[src/sv/ucs_pkg.sv]
package ucs_pkg;

  // Parse phase of the URL currently streaming in.
  typedef enum logic [2:0] {
    PH_SCHEME = 3'd0,
    PH_HOST   = 3'd1,
    PH_PORT   = 3'd2,
    PH_PATH   = 3'd3,
    PH_QUERY  = 3'd4,
    PH_FRAG   = 3'd5
  } phase_e;

  // Tag carried by every result beat.
  typedef enum logic [2:0] {
    COMP_SCHEME = 3'd0,
    COMP_DELIM  = 3'd1,
    COMP_HOST   = 3'd2,
    COMP_PORT   = 3'd3,
    COMP_PATH   = 3'd4,
    COMP_QUERY  = 3'd5,
    COMP_FRAG   = 3'd6
  } comp_e;

  localparam int unsigned ResPerItem = 3;
  localparam int unsigned QueueDepth = 2;

  localparam logic [7:0] ChColon    = 8'h3A;
  localparam logic [7:0] ChSlash    = 8'h2F;
  localparam logic [7:0] ChQuestion = 8'h3F;
  localparam logic [7:0] ChHash     = 8'h23;
  localparam logic [7:0] ChDigit0   = 8'h30;
  localparam logic [7:0] ChDigit9   = 8'h39;
  localparam logic [7:0] ChUpperA   = 8'h41;
  localparam logic [7:0] ChUpperZ   = 8'h5A;
  localparam logic [7:0] CaseOffset = 8'h20;

  localparam logic [2:0]  HostLen = 3'd5;
  localparam logic [2:0]  NoMatch = 3'd6;
  localparam logic [15:0] PortMax = 16'hFFFF;

  // One queue entry: all result beats caused by one input byte.
  typedef struct packed {
    logic [1:0]                   cnt;
    logic [ResPerItem-1:0][7:0]   bytes;
    comp_e [ResPerItem-1:0]       comps;
    logic                         last;
    logic [15:0]                  port;
    logic                         scheme_found;
  } entry_t;

  typedef struct packed {
    logic full;
    logic empty;
  } qstat_t;

  function automatic logic [7:0] to_lower(input logic [7:0] b);
    logic [7:0] r;
    r = b;
    if (b >= ChUpperA && b <= ChUpperZ) begin
      r = b + CaseOffset;
    end
    return r;
  endfunction

  // Characters of the host name that selects local mode.
  function automatic logic [7:0] local_char(input logic [2:0] idx);
    logic [7:0] r;
    unique case (idx)
      3'd0:    r = 8'h6C;
      3'd1:    r = 8'h6F;
      3'd2:    r = 8'h63;
      3'd3:    r = 8'h61;
      3'd4:    r = 8'h6C;
      default: r = 8'h00;
    endcase
    return r;
  endfunction

endpackage

[src/sv/ucs_in_if.sv]
interface ucs_in_if;
  logic       valid;
  logic       ready;
  logic [7:0] url_byte;
  logic       end_of_url;

  modport source (output valid, output url_byte, output end_of_url, input ready);
  modport sink (input valid, input url_byte, input end_of_url, output ready);
endinterface

[src/sv/ucs_out_if.sv]
interface ucs_out_if;
  logic        valid;
  logic        ready;
  logic [7:0]  out_byte;
  logic [2:0]  component;
  logic        final_item;
  logic [15:0] port_number;
  logic        scheme_found;

  modport source (output valid, output out_byte, output component, output final_item,
                  output port_number, output scheme_found, input ready);
  modport sink (input valid, input out_byte, input component, input final_item,
                input port_number, input scheme_found, output ready);
endinterface

[src/sv/ucs_front.sv]
module ucs_front (
  input  logic              clk_i,
  input  logic              rst_ni,
  ucs_in_if.sink            in_i,
  input  ucs_pkg::qstat_t   qstat_i,
  output logic              push_o,
  output ucs_pkg::entry_t   entry_o
);

  ucs_pkg::phase_e phase_q, phase_d;
  logic [7:0]  d0_q, d0_d, d1_q, d1_d;
  logic [1:0]  dcnt_q, dcnt_d;
  logic [2:0]  host_q, host_d;
  logic [15:0] port_q, port_d;
  logic        pdone_q, pdone_d;
  logic        fire;

  assign in_i.ready = !qstat_i.full;
  assign fire       = in_i.valid && in_i.ready;

  always_comb begin
    logic [7:0]  b;
    logic [1:0]  n;
    logic [19:0] prod;
    logic [19:0] sum;
    b       = in_i.url_byte;
    n       = 2'd0;
    prod    = '0;
    sum     = '0;
    phase_d = phase_q;
    d0_d    = d0_q;
    d1_d    = d1_q;
    dcnt_d  = dcnt_q;
    host_d  = host_q;
    port_d  = port_q;
    pdone_d = pdone_q;
    entry_o = '0;

    unique case (phase_q)
      ucs_pkg::PH_SCHEME: begin
        if (dcnt_q == 2'd2 && d0_q == ucs_pkg::ChColon && d1_q == ucs_pkg::ChSlash &&
            b == ucs_pkg::ChSlash) begin
          entry_o.bytes[0] = d0_q;
          entry_o.comps[0] = ucs_pkg::COMP_DELIM;
          entry_o.bytes[1] = d1_q;
          entry_o.comps[1] = ucs_pkg::COMP_DELIM;
          entry_o.bytes[2] = b;
          entry_o.comps[2] = ucs_pkg::COMP_DELIM;
          n       = 2'd3;
          dcnt_d  = 2'd0;
          phase_d = ucs_pkg::PH_HOST;
        end else if (dcnt_q == 2'd2) begin
          entry_o.bytes[0] = ucs_pkg::to_lower(d0_q);
          entry_o.comps[0] = ucs_pkg::COMP_SCHEME;
          n    = 2'd1;
          d0_d = d1_q;
          d1_d = b;
        end else begin
          if (dcnt_q == 2'd0) begin
            d0_d = b;
          end else begin
            d1_d = b;
          end
          dcnt_d = dcnt_q + 2'd1;
        end
      end
      ucs_pkg::PH_HOST: begin
        n = 2'd1;
        entry_o.bytes[0] = b;
        entry_o.comps[0] = ucs_pkg::COMP_DELIM;
        if (b == ucs_pkg::ChColon && host_q == ucs_pkg::HostLen) begin
          phase_d = ucs_pkg::PH_PATH;
        end else if (b == ucs_pkg::ChColon) begin
          phase_d = ucs_pkg::PH_PORT;
        end else if (b == ucs_pkg::ChSlash) begin
          phase_d = ucs_pkg::PH_PATH;
        end else if (b == ucs_pkg::ChQuestion) begin
          phase_d = ucs_pkg::PH_QUERY;
        end else if (b == ucs_pkg::ChHash) begin
          phase_d = ucs_pkg::PH_FRAG;
        end else begin
          entry_o.comps[0] = ucs_pkg::COMP_HOST;
          if (host_q < ucs_pkg::HostLen && b == ucs_pkg::local_char(host_q)) begin
            host_d = host_q + 3'd1;
          end else begin
            host_d = ucs_pkg::NoMatch;
          end
        end
      end
      ucs_pkg::PH_PORT: begin
        n = 2'd1;
        entry_o.bytes[0] = b;
        entry_o.comps[0] = ucs_pkg::COMP_DELIM;
        if (b == ucs_pkg::ChSlash) begin
          phase_d = ucs_pkg::PH_PATH;
        end else if (b == ucs_pkg::ChQuestion) begin
          phase_d = ucs_pkg::PH_QUERY;
        end else if (b == ucs_pkg::ChHash) begin
          phase_d = ucs_pkg::PH_FRAG;
        end else begin
          entry_o.comps[0] = ucs_pkg::COMP_PORT;
          if (!pdone_q && b >= ucs_pkg::ChDigit0 && b <= ucs_pkg::ChDigit9) begin
            // Decimal digits sit at 0x30..0x39, so the low nibble is the value.
            prod = {4'd0, port_q} * 20'd10;
            sum  = prod + {16'd0, b[3:0]};
            port_d = (sum > {4'd0, ucs_pkg::PortMax}) ? ucs_pkg::PortMax : sum[15:0];
          end else begin
            pdone_d = 1'b1;
          end
        end
      end
      ucs_pkg::PH_PATH: begin
        n = 2'd1;
        entry_o.bytes[0] = b;
        entry_o.comps[0] = ucs_pkg::COMP_DELIM;
        if (b == ucs_pkg::ChQuestion) begin
          phase_d = ucs_pkg::PH_QUERY;
        end else if (b == ucs_pkg::ChHash) begin
          phase_d = ucs_pkg::PH_FRAG;
        end else begin
          entry_o.comps[0] = ucs_pkg::COMP_PATH;
        end
      end
      ucs_pkg::PH_QUERY: begin
        n = 2'd1;
        entry_o.bytes[0] = b;
        if (b == ucs_pkg::ChHash) begin
          entry_o.comps[0] = ucs_pkg::COMP_DELIM;
          phase_d = ucs_pkg::PH_FRAG;
        end else begin
          entry_o.comps[0] = ucs_pkg::COMP_QUERY;
        end
      end
      default: begin
        n = 2'd1;
        entry_o.bytes[0] = b;
        entry_o.comps[0] = ucs_pkg::COMP_FRAG;
      end
    endcase

    if (in_i.end_of_url) begin
      // Flush the held scheme bytes behind whatever this byte produced.
      if (dcnt_d != 2'd0) begin
        entry_o.bytes[n] = ucs_pkg::to_lower(d0_d);
        entry_o.comps[n] = ucs_pkg::COMP_SCHEME;
        n = n + 2'd1;
      end
      if (dcnt_d == 2'd2) begin
        entry_o.bytes[n] = ucs_pkg::to_lower(d1_d);
        entry_o.comps[n] = ucs_pkg::COMP_SCHEME;
        n = n + 2'd1;
      end
      entry_o.last         = 1'b1;
      entry_o.port         = port_d;
      entry_o.scheme_found = (phase_d != ucs_pkg::PH_SCHEME);
      phase_d = ucs_pkg::PH_SCHEME;
      d0_d    = 8'd0;
      d1_d    = 8'd0;
      dcnt_d  = 2'd0;
      host_d  = 3'd0;
      port_d  = 16'd0;
      pdone_d = 1'b0;
    end

    entry_o.cnt = n;
    push_o      = fire && (n != 2'd0);
  end

  always_ff @(posedge clk_i or negedge rst_ni) begin
    if (!rst_ni) begin
      phase_q <= ucs_pkg::PH_SCHEME;
      d0_q    <= 8'd0;
      d1_q    <= 8'd0;
      dcnt_q  <= 2'd0;
      host_q  <= 3'd0;
      port_q  <= 16'd0;
      pdone_q <= 1'b0;
    end else if (fire) begin
      phase_q <= phase_d;
      d0_q    <= d0_d;
      d1_q    <= d1_d;
      dcnt_q  <= dcnt_d;
      host_q  <= host_d;
      port_q  <= port_d;
      pdone_q <= pdone_d;
    end
  end

endmodule

[src/sv/ucs_queue.sv]
module ucs_queue #(
  parameter int unsigned DEPTH = ucs_pkg::QueueDepth
) (
  input  logic             clk_i,
  input  logic             rst_ni,
  input  logic             push_i,
  input  ucs_pkg::entry_t  entry_i,
  input  logic             pop_i,
  output ucs_pkg::entry_t  head_o,
  output ucs_pkg::qstat_t  qstat_o
);

  localparam int unsigned PtrW = (DEPTH > 1) ? $clog2(DEPTH) : 1;
  localparam int unsigned CntW = $clog2(DEPTH + 1);

  ucs_pkg::entry_t mem_q [DEPTH];
  logic [PtrW-1:0] wr_q, wr_d, rd_q, rd_d;
  logic [CntW-1:0] cnt_q, cnt_d;
  logic            do_push, do_pop;

  assign qstat_o.full  = (cnt_q == CntW'(DEPTH));
  assign qstat_o.empty = (cnt_q == '0);
  assign do_push       = push_i && !qstat_o.full;
  assign do_pop        = pop_i && !qstat_o.empty;
  assign head_o        = mem_q[rd_q];

  always_comb begin
    wr_d  = wr_q;
    rd_d  = rd_q;
    cnt_d = cnt_q;
    if (do_push) begin
      wr_d = (wr_q == PtrW'(DEPTH - 1)) ? '0 : wr_q + 1'b1;
    end
    if (do_pop) begin
      rd_d = (rd_q == PtrW'(DEPTH - 1)) ? '0 : rd_q + 1'b1;
    end
    if (do_push && !do_pop) begin
      cnt_d = cnt_q + 1'b1;
    end else if (do_pop && !do_push) begin
      cnt_d = cnt_q - 1'b1;
    end
  end

  always_ff @(posedge clk_i or negedge rst_ni) begin
    if (!rst_ni) begin
      wr_q  <= '0;
      rd_q  <= '0;
      cnt_q <= '0;
    end else begin
      wr_q  <= wr_d;
      rd_q  <= rd_d;
      cnt_q <= cnt_d;
    end
  end

  always_ff @(posedge clk_i) begin
    if (do_push) begin
      mem_q[wr_q] <= entry_i;
    end
  end

endmodule

[src/sv/ucs_back.sv]
module ucs_back (
  input  logic             clk_i,
  input  logic             rst_ni,
  input  ucs_pkg::entry_t  head_i,
  input  ucs_pkg::qstat_t  qstat_i,
  output logic             pop_o,
  ucs_out_if.source        out_o
);

  logic [1:0] idx_q, idx_d;
  logic       last_beat;
  logic       fire;

  assign last_beat = (idx_q == (head_i.cnt - 2'd1));
  assign fire      = out_o.valid && out_o.ready;
  assign pop_o     = fire && last_beat;

  assign out_o.valid        = !qstat_i.empty;
  assign out_o.out_byte     = head_i.bytes[idx_q];
  assign out_o.component    = head_i.comps[idx_q];
  assign out_o.final_item   = head_i.last && last_beat;
  assign out_o.port_number  = out_o.final_item ? head_i.port : 16'd0;
  assign out_o.scheme_found = out_o.final_item && head_i.scheme_found;

  always_comb begin
    idx_d = idx_q;
    if (fire) begin
      idx_d = last_beat ? 2'd0 : idx_q + 2'd1;
    end
  end

  always_ff @(posedge clk_i or negedge rst_ni) begin
    if (!rst_ni) begin
      idx_q <= 2'd0;
    end else begin
      idx_q <= idx_d;
    end
  end

endmodule

[src/sv/url_component_splitter.sv]
// URL component splitter. Feed a URL one byte per beat on in_i, with end_of_url set on its last
// byte; each byte comes back on out_o tagged as scheme, delimiter, host, port text, path, query
// or fragment. Scheme bytes come out lower-cased and two bytes late, because the block holds
// them back until it knows whether they start the first "://"; a URL without "://" comes out
// entirely as scheme with scheme_found low on its final beat. The final beat of a URL carries
// the port (decimal, saturating at 65535, zero if absent) and scheme_found; on all other beats
// both read zero. The input side takes one byte per cycle whenever the result queue has room.
// The output side delivers one result beat per ready cycle, and a byte causes zero to three
// beats: three for the byte that completes "://" or for a final byte that flushes held scheme
// bytes, none for the first two scheme bytes. The sustained rate is therefore one byte per cycle
// for ordinary text, and the output port sets the pace for bytes that produce several beats; the
// queue of QUEUE_DEPTH entries between the classifier and the output stage absorbs the bursts.
module url_component_splitter #(
  parameter int unsigned QUEUE_DEPTH = ucs_pkg::QueueDepth
) (
  input  logic        clk_i,
  input  logic        rst_ni,
  ucs_in_if.sink      in_i,
  ucs_out_if.source   out_o
);

  // Classifier-to-queue and queue-to-output connections.
  ucs_pkg::entry_t entry;
  ucs_pkg::entry_t head;
  ucs_pkg::qstat_t qstat;
  logic            push;
  logic            pop;

  // The front end runs the phase machine and packs every beat that one input byte causes
  // into a single queue entry, so it waits for the output side only when the queue is full.
  ucs_front u_front (
    .clk_i   (clk_i),
    .rst_ni  (rst_ni),
    .in_i    (in_i),
    .qstat_i (qstat),
    .push_o  (push),
    .entry_o (entry)
  );

  ucs_queue #(
    .DEPTH (QUEUE_DEPTH)
  ) u_queue (
    .clk_i   (clk_i),
    .rst_ni  (rst_ni),
    .push_i  (push),
    .entry_i (entry),
    .pop_i   (pop),
    .head_o  (head),
    .qstat_o (qstat)
  );

  // The back end walks the beats of the head entry, one per accepted output beat.
  ucs_back u_back (
    .clk_i   (clk_i),
    .rst_ni  (rst_ni),
    .head_i  (head),
    .qstat_i (qstat),
    .pop_o   (pop),
    .out_o   (out_o)
  );

  // A final byte always produces at least one beat, so its entry must be queued.
  assert property (@(posedge clk_i) disable iff (!rst_ni)
    (in_i.valid && in_i.ready && in_i.end_of_url) |=> !qstat.empty)
    else $error("final byte of a URL produced no queued beats");

  // The queue never holds an entry with no beats in it.
  assert property (@(posedge clk_i) disable iff (!rst_ni)
    push |-> (entry.cnt != 2'd0))
    else $error("empty entry pushed into the result queue");

  // Port and scheme status only appear on the last beat of a URL.
  assert property (@(posedge clk_i) disable iff (!rst_ni)
    (out_o.valid && !out_o.final_item) |-> (out_o.port_number == 16'd0 && !out_o.scheme_found))
    else $error("URL status shown on a beat that is not final");

  // A popped entry must have been the one whose last beat just left.
  assert property (@(posedge clk_i) disable iff (!rst_ni)
    pop |-> (out_o.valid && out_o.ready))
    else $error("queue entry released without an output beat");

endmodule
[src/flat_wrapper.sv]
// flat-port wrapper written by rule: the top's interface ports become plain ports
module url_component_splitter_flat 
#(
  parameter int unsigned QUEUE_DEPTH = ucs_pkg::QueueDepth
)
  (clk_i, rst_ni, in_i_valid, in_i_url_byte, in_i_end_of_url, in_i_ready, out_o_valid, out_o_out_byte, out_o_component, out_o_final_item, out_o_port_number, out_o_scheme_found, out_o_ready);
  ucs_in_if in_i_i ();
  ucs_out_if out_o_i ();
  input  logic clk_i;
  input  logic rst_ni;
  input wire logic [$bits(in_i_i.valid)-1:0] in_i_valid;
  input wire logic [$bits(in_i_i.url_byte)-1:0] in_i_url_byte;
  input wire logic [$bits(in_i_i.end_of_url)-1:0] in_i_end_of_url;
  output wire logic [$bits(in_i_i.ready)-1:0] in_i_ready;
  output wire logic [$bits(out_o_i.valid)-1:0] out_o_valid;
  output wire logic [$bits(out_o_i.out_byte)-1:0] out_o_out_byte;
  output wire logic [$bits(out_o_i.component)-1:0] out_o_component;
  output wire logic [$bits(out_o_i.final_item)-1:0] out_o_final_item;
  output wire logic [$bits(out_o_i.port_number)-1:0] out_o_port_number;
  output wire logic [$bits(out_o_i.scheme_found)-1:0] out_o_scheme_found;
  input wire logic [$bits(out_o_i.ready)-1:0] out_o_ready;
  assign in_i_i.valid = in_i_valid;
  assign in_i_i.url_byte = in_i_url_byte;
  assign in_i_i.end_of_url = in_i_end_of_url;
  assign in_i_ready = in_i_i.ready;
  assign out_o_valid = out_o_i.valid;
  assign out_o_out_byte = out_o_i.out_byte;
  assign out_o_component = out_o_i.component;
  assign out_o_final_item = out_o_i.final_item;
  assign out_o_port_number = out_o_i.port_number;
  assign out_o_scheme_found = out_o_i.scheme_found;
  assign out_o_i.ready = out_o_ready;
  url_component_splitter #(.QUEUE_DEPTH(QUEUE_DEPTH)) u_core (.clk_i(clk_i), .rst_ni(rst_ni), .in_i(in_i_i), .out_o(out_o_i));
endmodule
[config.mk]
export PLATFORM = sky130hd
export DESIGN_NAME = url_component_splitter_flat
export DESIGN_NICKNAME = d
export VERILOG_FILES = /design/src/sv/ucs_pkg.sv /design/src/sv/ucs_in_if.sv /design/src/sv/ucs_out_if.sv /design/src/sv/ucs_front.sv /design/src/sv/ucs_queue.sv /design/src/sv/ucs_back.sv /design/src/sv/url_component_splitter.sv /design/src/flat_wrapper.sv
export SDC_FILE = /design/constraint.sdc
export NUM_CORES = 1
export LEC_CHECK = 0
export ABC_CLOCK_PERIOD_IN_PS = 6500
export BUFFER_PORTS_ARGS = -buffer_cell sky130_fd_sc_hd__buf_2
export CAP_MARGIN = 20
export CORE_MARGIN = 2
export CORE_UTILIZATION = 62
export CTS_CLUSTER_SIZE = 24
export DETAILED_ROUTE_END_ITERATION = 12
export PLACE_DENSITY = 0.86
export SLEW_MARGIN = 0
export SYNTH_ARGS = -nofsm -noshare
export SYNTH_HDL_FRONTEND = slang
export SYNTH_SLANG_ARGS = --single-unit
[constraint.sdc]
create_clock -name clk_i -period 6.5 [get_ports clk_i]
set_input_delay 0.975 -clock clk_i [delete_from_list [all_inputs] [get_ports clk_i]]
set_output_delay 0.975 -clock clk_i [all_outputs]
set_load 0.02 [all_outputs]
==> results by group <==
Outcome
  • Status: finished, final reports clean

Cells and area
  • Area growth, synth to finish: 9.10%
  • Diodes inserted: 0
  • Total of fill cells in the finished design: 1052
  • Count of nets after finishing: 996
  • Final cell area excluding filler cells: 9900 um2
  • Fraction of final layout cells with drive strength greater than 1: 11.7%
  • Non-filler cells in the finished layout: 1129

Clock tree
  • Later-pin clock latency in the skew report: 0.44 ns
  • Clock transition at path regs: 0.06 ns
  • TritonCTS Sinks: 143
  • Resized Gates After CTS: 0
  • Clock buffer depth: 2
  • CTS Hold Bufs: 0
  • CTS Buf Count: 17
  • Cell at the root of the clock tree: sky130_fd_sc_hd__clkbuf_16
  • Post-CTS setup buffer count: 0
  • Total number of H-tree levels: 4
  • CTS tree: built

Synth
  • Area leader, netlist: sky130_fd_sc_hd__edfxtp_1
  • Synth Instances: 920
  • Total number of yosys warnings: 0
  • Most used flip-flop cell after synthesis: sky130_fd_sc_hd__edfxtp_1
  • Synth Net Count: 984
  • Cell area after technology mapping: 9070 um2
  • Post-synthesis register bit count: 143
  • Cell with the most instances after synthesis: sky130_fd_sc_hd__edfxtp_1
  • Most used standard cells in the synthesized netlist: sky130_fd_sc_hd__edfxtp_1 (96), sky130_fd_sc_hd__o21ai_0 (89), sky130_fd_sc_hd__nand2_1 (88)
  • Synth cell types: 77
  • Sequential element share of the synthesized area: 44.7%
  • Number of enable flip-flop cells after synthesis: 96
  • Post-synth top area share: 31.8%
  • Area contributors post-synth: sky130_fd_sc_hd__edfxtp_1 (32%), sky130_fd_sc_hd__dfrtp_1 (13%), sky130_fd_sc_hd__ha_1 (6.8%)
  • Post-synthesis async set-or-reset flop share: 32.9%
  • Synthesized area divided by synthesized cell count: 9.86 um2

Worst setup path
  • Crit Path Max Fanout: 30
  • Worst r2r path cells: 14
  • Data arrival time of the worst path: 5.05 ns
  • Register-to-register setup slack: 1.53 ns
  • Critical path launch point type: register
  • Worst EP required: 6.59 ns
  • Crit Path Class: register to register
  • Category of the worst setup path capture point: register

Floorplan
  • DIE WIDTH: 125 um
  • Boundary Pins: 44
  • Full die area: 15600 um2
  • Initial Utilization: 62.9%
  • Area of the core region: 14400 um2
  • Height of the chip: 125 um
  • Count of standard-cell rows: 44

Place
  • GP Congestion: 0.975
  • Placed cell areas: 9350 um2
  • Final HPWL from detailed placement: 15600 um
  • Placed cells: 1097
  • Count of port buffers added during placement: 43

Timing
  • Max Fclk: 201 MHz
  • Final-report setup violation count: 0
  • Pin slew with the least headroom to its limit: 1.09 ns
  • Hold Violations, Final: 0
  • Time the worst path needs with I/O delays and setup: 4.97 ns
  • Worst-case headroom to the max-slew limit: 27.5%
  • Tcrit/Tclk final: 76.4%
  • RSZ-0062 raised after global routing: no
  • Number of max-slew violations in the final report: 0
  • Total negative slack: 0 ns
  • Post-route clock skew: 0.0171 ns

Min path
  • Worst Hold Path Cells: 2
  • Hold WC Path Type: register to register

GRT
  • First-pass GRT wire length: 36900 um
  • Global route overflow: 0
  • Initial antenna violation count: 0
  • Via count of the first global-routing pass: 6874
  • GRT Util Overall: 29.8%
  • Pin count of the biggest net entering global routing: 66

Route
  • Number of nets still failing antenna checks after routing: 0
  • Length of routed met2 wiring: 10500 um
  • Total detailed-routing wirelength: 22900 um
  • Routed length on met1: 9650 um
  • Iteration-0 DRC Markers: 892
  • Met3 wirelength from detailed routing: 2220 um
  • Vias after detailed routing: 7566
  • Count of TritonRoute iterations in the first routing pass: 6
  • Routed wirelength normalized by instance count: 20.3 um
  • Topmost layer with routed signal wires: met4
  • Via count normalized by instance count: 6.70
  • Final routed DRC violation total: 0

Power and ir drop
  • Leak Pwr: 4.05 nW
  • Comb power frac: 43.8%
  • Switching power of the nets: 1.86 mW
  • Cell internal power dissipation: 2.51 mW
  • Sequential share of power: 35.4%
  • Pwr per Cell Area: 442 nW/um2
  • Clock group share of total power: 20.8%
  • Sw Share: 42.6%
  • Peak VDD IR: 0.292 mV

Job
  • Max Cap Violations: 0
-- worst max-delay path, stage by stage, from the launching register on --
cell	delay, ns
sky130_fd_sc_hd__dfrtp_1	0.39
sky130_fd_sc_hd__inv_1	0.16
sky130_fd_sc_hd__ha_1	0.72
sky130_fd_sc_hd__nand2_1	0.11
sky130_fd_sc_hd__nor4_1	0.57
sky130_fd_sc_hd__a31oi_1	0.20
sky130_fd_sc_hd__o31a_1	0.41
sky130_fd_sc_hd__mux2i_4	0.27
sky130_fd_sc_hd__inv_1	0.11
sky130_fd_sc_hd__ha_1	0.30
sky130_fd_sc_hd__nand2_1	0.11
sky130_fd_sc_hd__o211ai_4	0.11
sky130_fd_sc_hd__a21oi_4	0.24
sky130_fd_sc_hd__and2_2	0.47
sky130_fd_sc_hd__buf_4	0.45
-- layout make-up --
type	instances	area (um2)	share of cell area, %
multi-input combinational	692	4670	47.2
sequential	143	4060	41.0
clock buffer	19	433	4.37
timing repair buffer	52	295	2.98
tap	184	230	2.33
clock inverter	13	114	1.15
inverter	26	97.6	0.986
-- routing by layer --
metal  global-route usage (%)  vias up
li1                         -     3470
met1                     43.3     3605
met2                     44.8      444
met3                     6.42       47
met4                     10.7        0
met5                        0        -
-- cells by family after synthesis --
family	after synthesis	share of synthesized area, %
muxes	51	5.86
buffers and inverters	85	3.99
and+or+nand+nor	266	14.5
AOI/OAI and AO/OA	290	20.4
adders and majority gates	51	7.20
DFF	143	44.7
xor gates and xnor gates	34	3.28
-- power by group through the flow --
stage	combinational (mW)	clock, mW	sequential (mW)
after floorplan	1.48	0	1.42
after global placement	1.81	0	1.54
after detailed placement	1.85	0	1.55
after CTS	1.88	0.915	1.54
after global routing	2.07	0.956	1.58
final	1.92	0.911	1.55
-- state kept, by name (all words and copies together) (netlist names), 2 cells and up --
| register | flops |
|---|---|
| u_core.u_front.d1_q | 8 |
| u_core.u_front.port_q | 16 |
| u_core.u_front.dcnt_q | 2 |
| u_core.u_back.idx_q | 2 |
| u_core.u_front.phase_q | 3 |
| u_core.u_queue.mem_q | 96 |
| u_core.u_front.host_q | 3 |
| u_core.u_front.d0_q | 8 |
| u_core.u_queue.cnt_q | 2 |
-- final timing paths --
check	endpoint	from
min in group asynchronous	u_core.u_front.port_q[13]	rst_ni
setup / recovery	u_core.u_queue.mem_q[1][9]	u_core.u_front.dcnt_q[0]
setup reg to reg	u_core.u_queue.mem_q[1][9]	u_core.u_front.dcnt_q[0]
hold reg to reg	u_core.u_front.host_q[2]	u_core.u_front.host_q[2]
max in group asynchronous	u_core.u_queue.rd_q	rst_ni
hold / removal	u_core.u_front.host_q[2]	u_core.u_front.host_q[2]
-- cells in the final DEF (no fill, tap or decap), types with 5 or more instances in the layout --
master                      synthesis  final
sky130_fd_sc_hd__a211oi_1          14     14
sky130_fd_sc_hd__a21o_1            13     13
sky130_fd_sc_hd__a21oi_1           64     64
sky130_fd_sc_hd__a22o_1             7      7
sky130_fd_sc_hd__a31oi_1           24     24
sky130_fd_sc_hd__a32o_1             6      6
sky130_fd_sc_hd__a32oi_1            7      7
sky130_fd_sc_hd__and2_1            11     10
sky130_fd_sc_hd__and3_1             7      7
sky130_fd_sc_hd__buf_2              7     43
sky130_fd_sc_hd__buf_4              3      8
sky130_fd_sc_hd__clkbuf_16          0     17
sky130_fd_sc_hd__clkinv_2           0      5
sky130_fd_sc_hd__dfrtp_1           47     46
sky130_fd_sc_hd__edfxtp_1          96     96
sky130_fd_sc_hd__ha_1              49     49
sky130_fd_sc_hd__inv_1             26     26
sky130_fd_sc_hd__mux2i_1           46     46
sky130_fd_sc_hd__nand2_1           88     88
sky130_fd_sc_hd__nand2b_1           8      8
sky130_fd_sc_hd__nand3_1           26     26
sky130_fd_sc_hd__nand4_1            8      8
sky130_fd_sc_hd__nor2_1            70     70
sky130_fd_sc_hd__nor2b_1            7      6
sky130_fd_sc_hd__nor3_1             7      7
sky130_fd_sc_hd__nor4_1             5      5
sky130_fd_sc_hd__nor4b_1            5      5
sky130_fd_sc_hd__o21a_1             5      5
sky130_fd_sc_hd__o21ai_0           89     89
sky130_fd_sc_hd__o22ai_1           21     21
sky130_fd_sc_hd__xnor2_1           17     17
sky130_fd_sc_hd__xor2_1            17     17
-- stage by stage --
| stage | hold slack (ns) | setup slack, ns | power, mW | utilization, % |
|---|---|---|---|---|
| 6_report | 0.530 | 1.53 | 4.38 | 68.6 |
| 4_1_cts | 0.525 | 1.56 | 4.34 | 68.6 |
| 3_3_place_gp | 0.475 | 1.43 | 3.35 | 64.8 |
| 2_1_floorplan | 0.455 | 0.318 | 2.90 | - |
| 3_5_place_dp | 0.495 | 1.26 | 3.40 | 64.8 |
| 5_1_grt | 0.548 | 1.18 | 4.60 | 68.6 |
Power figures use the tool's default switching activity.
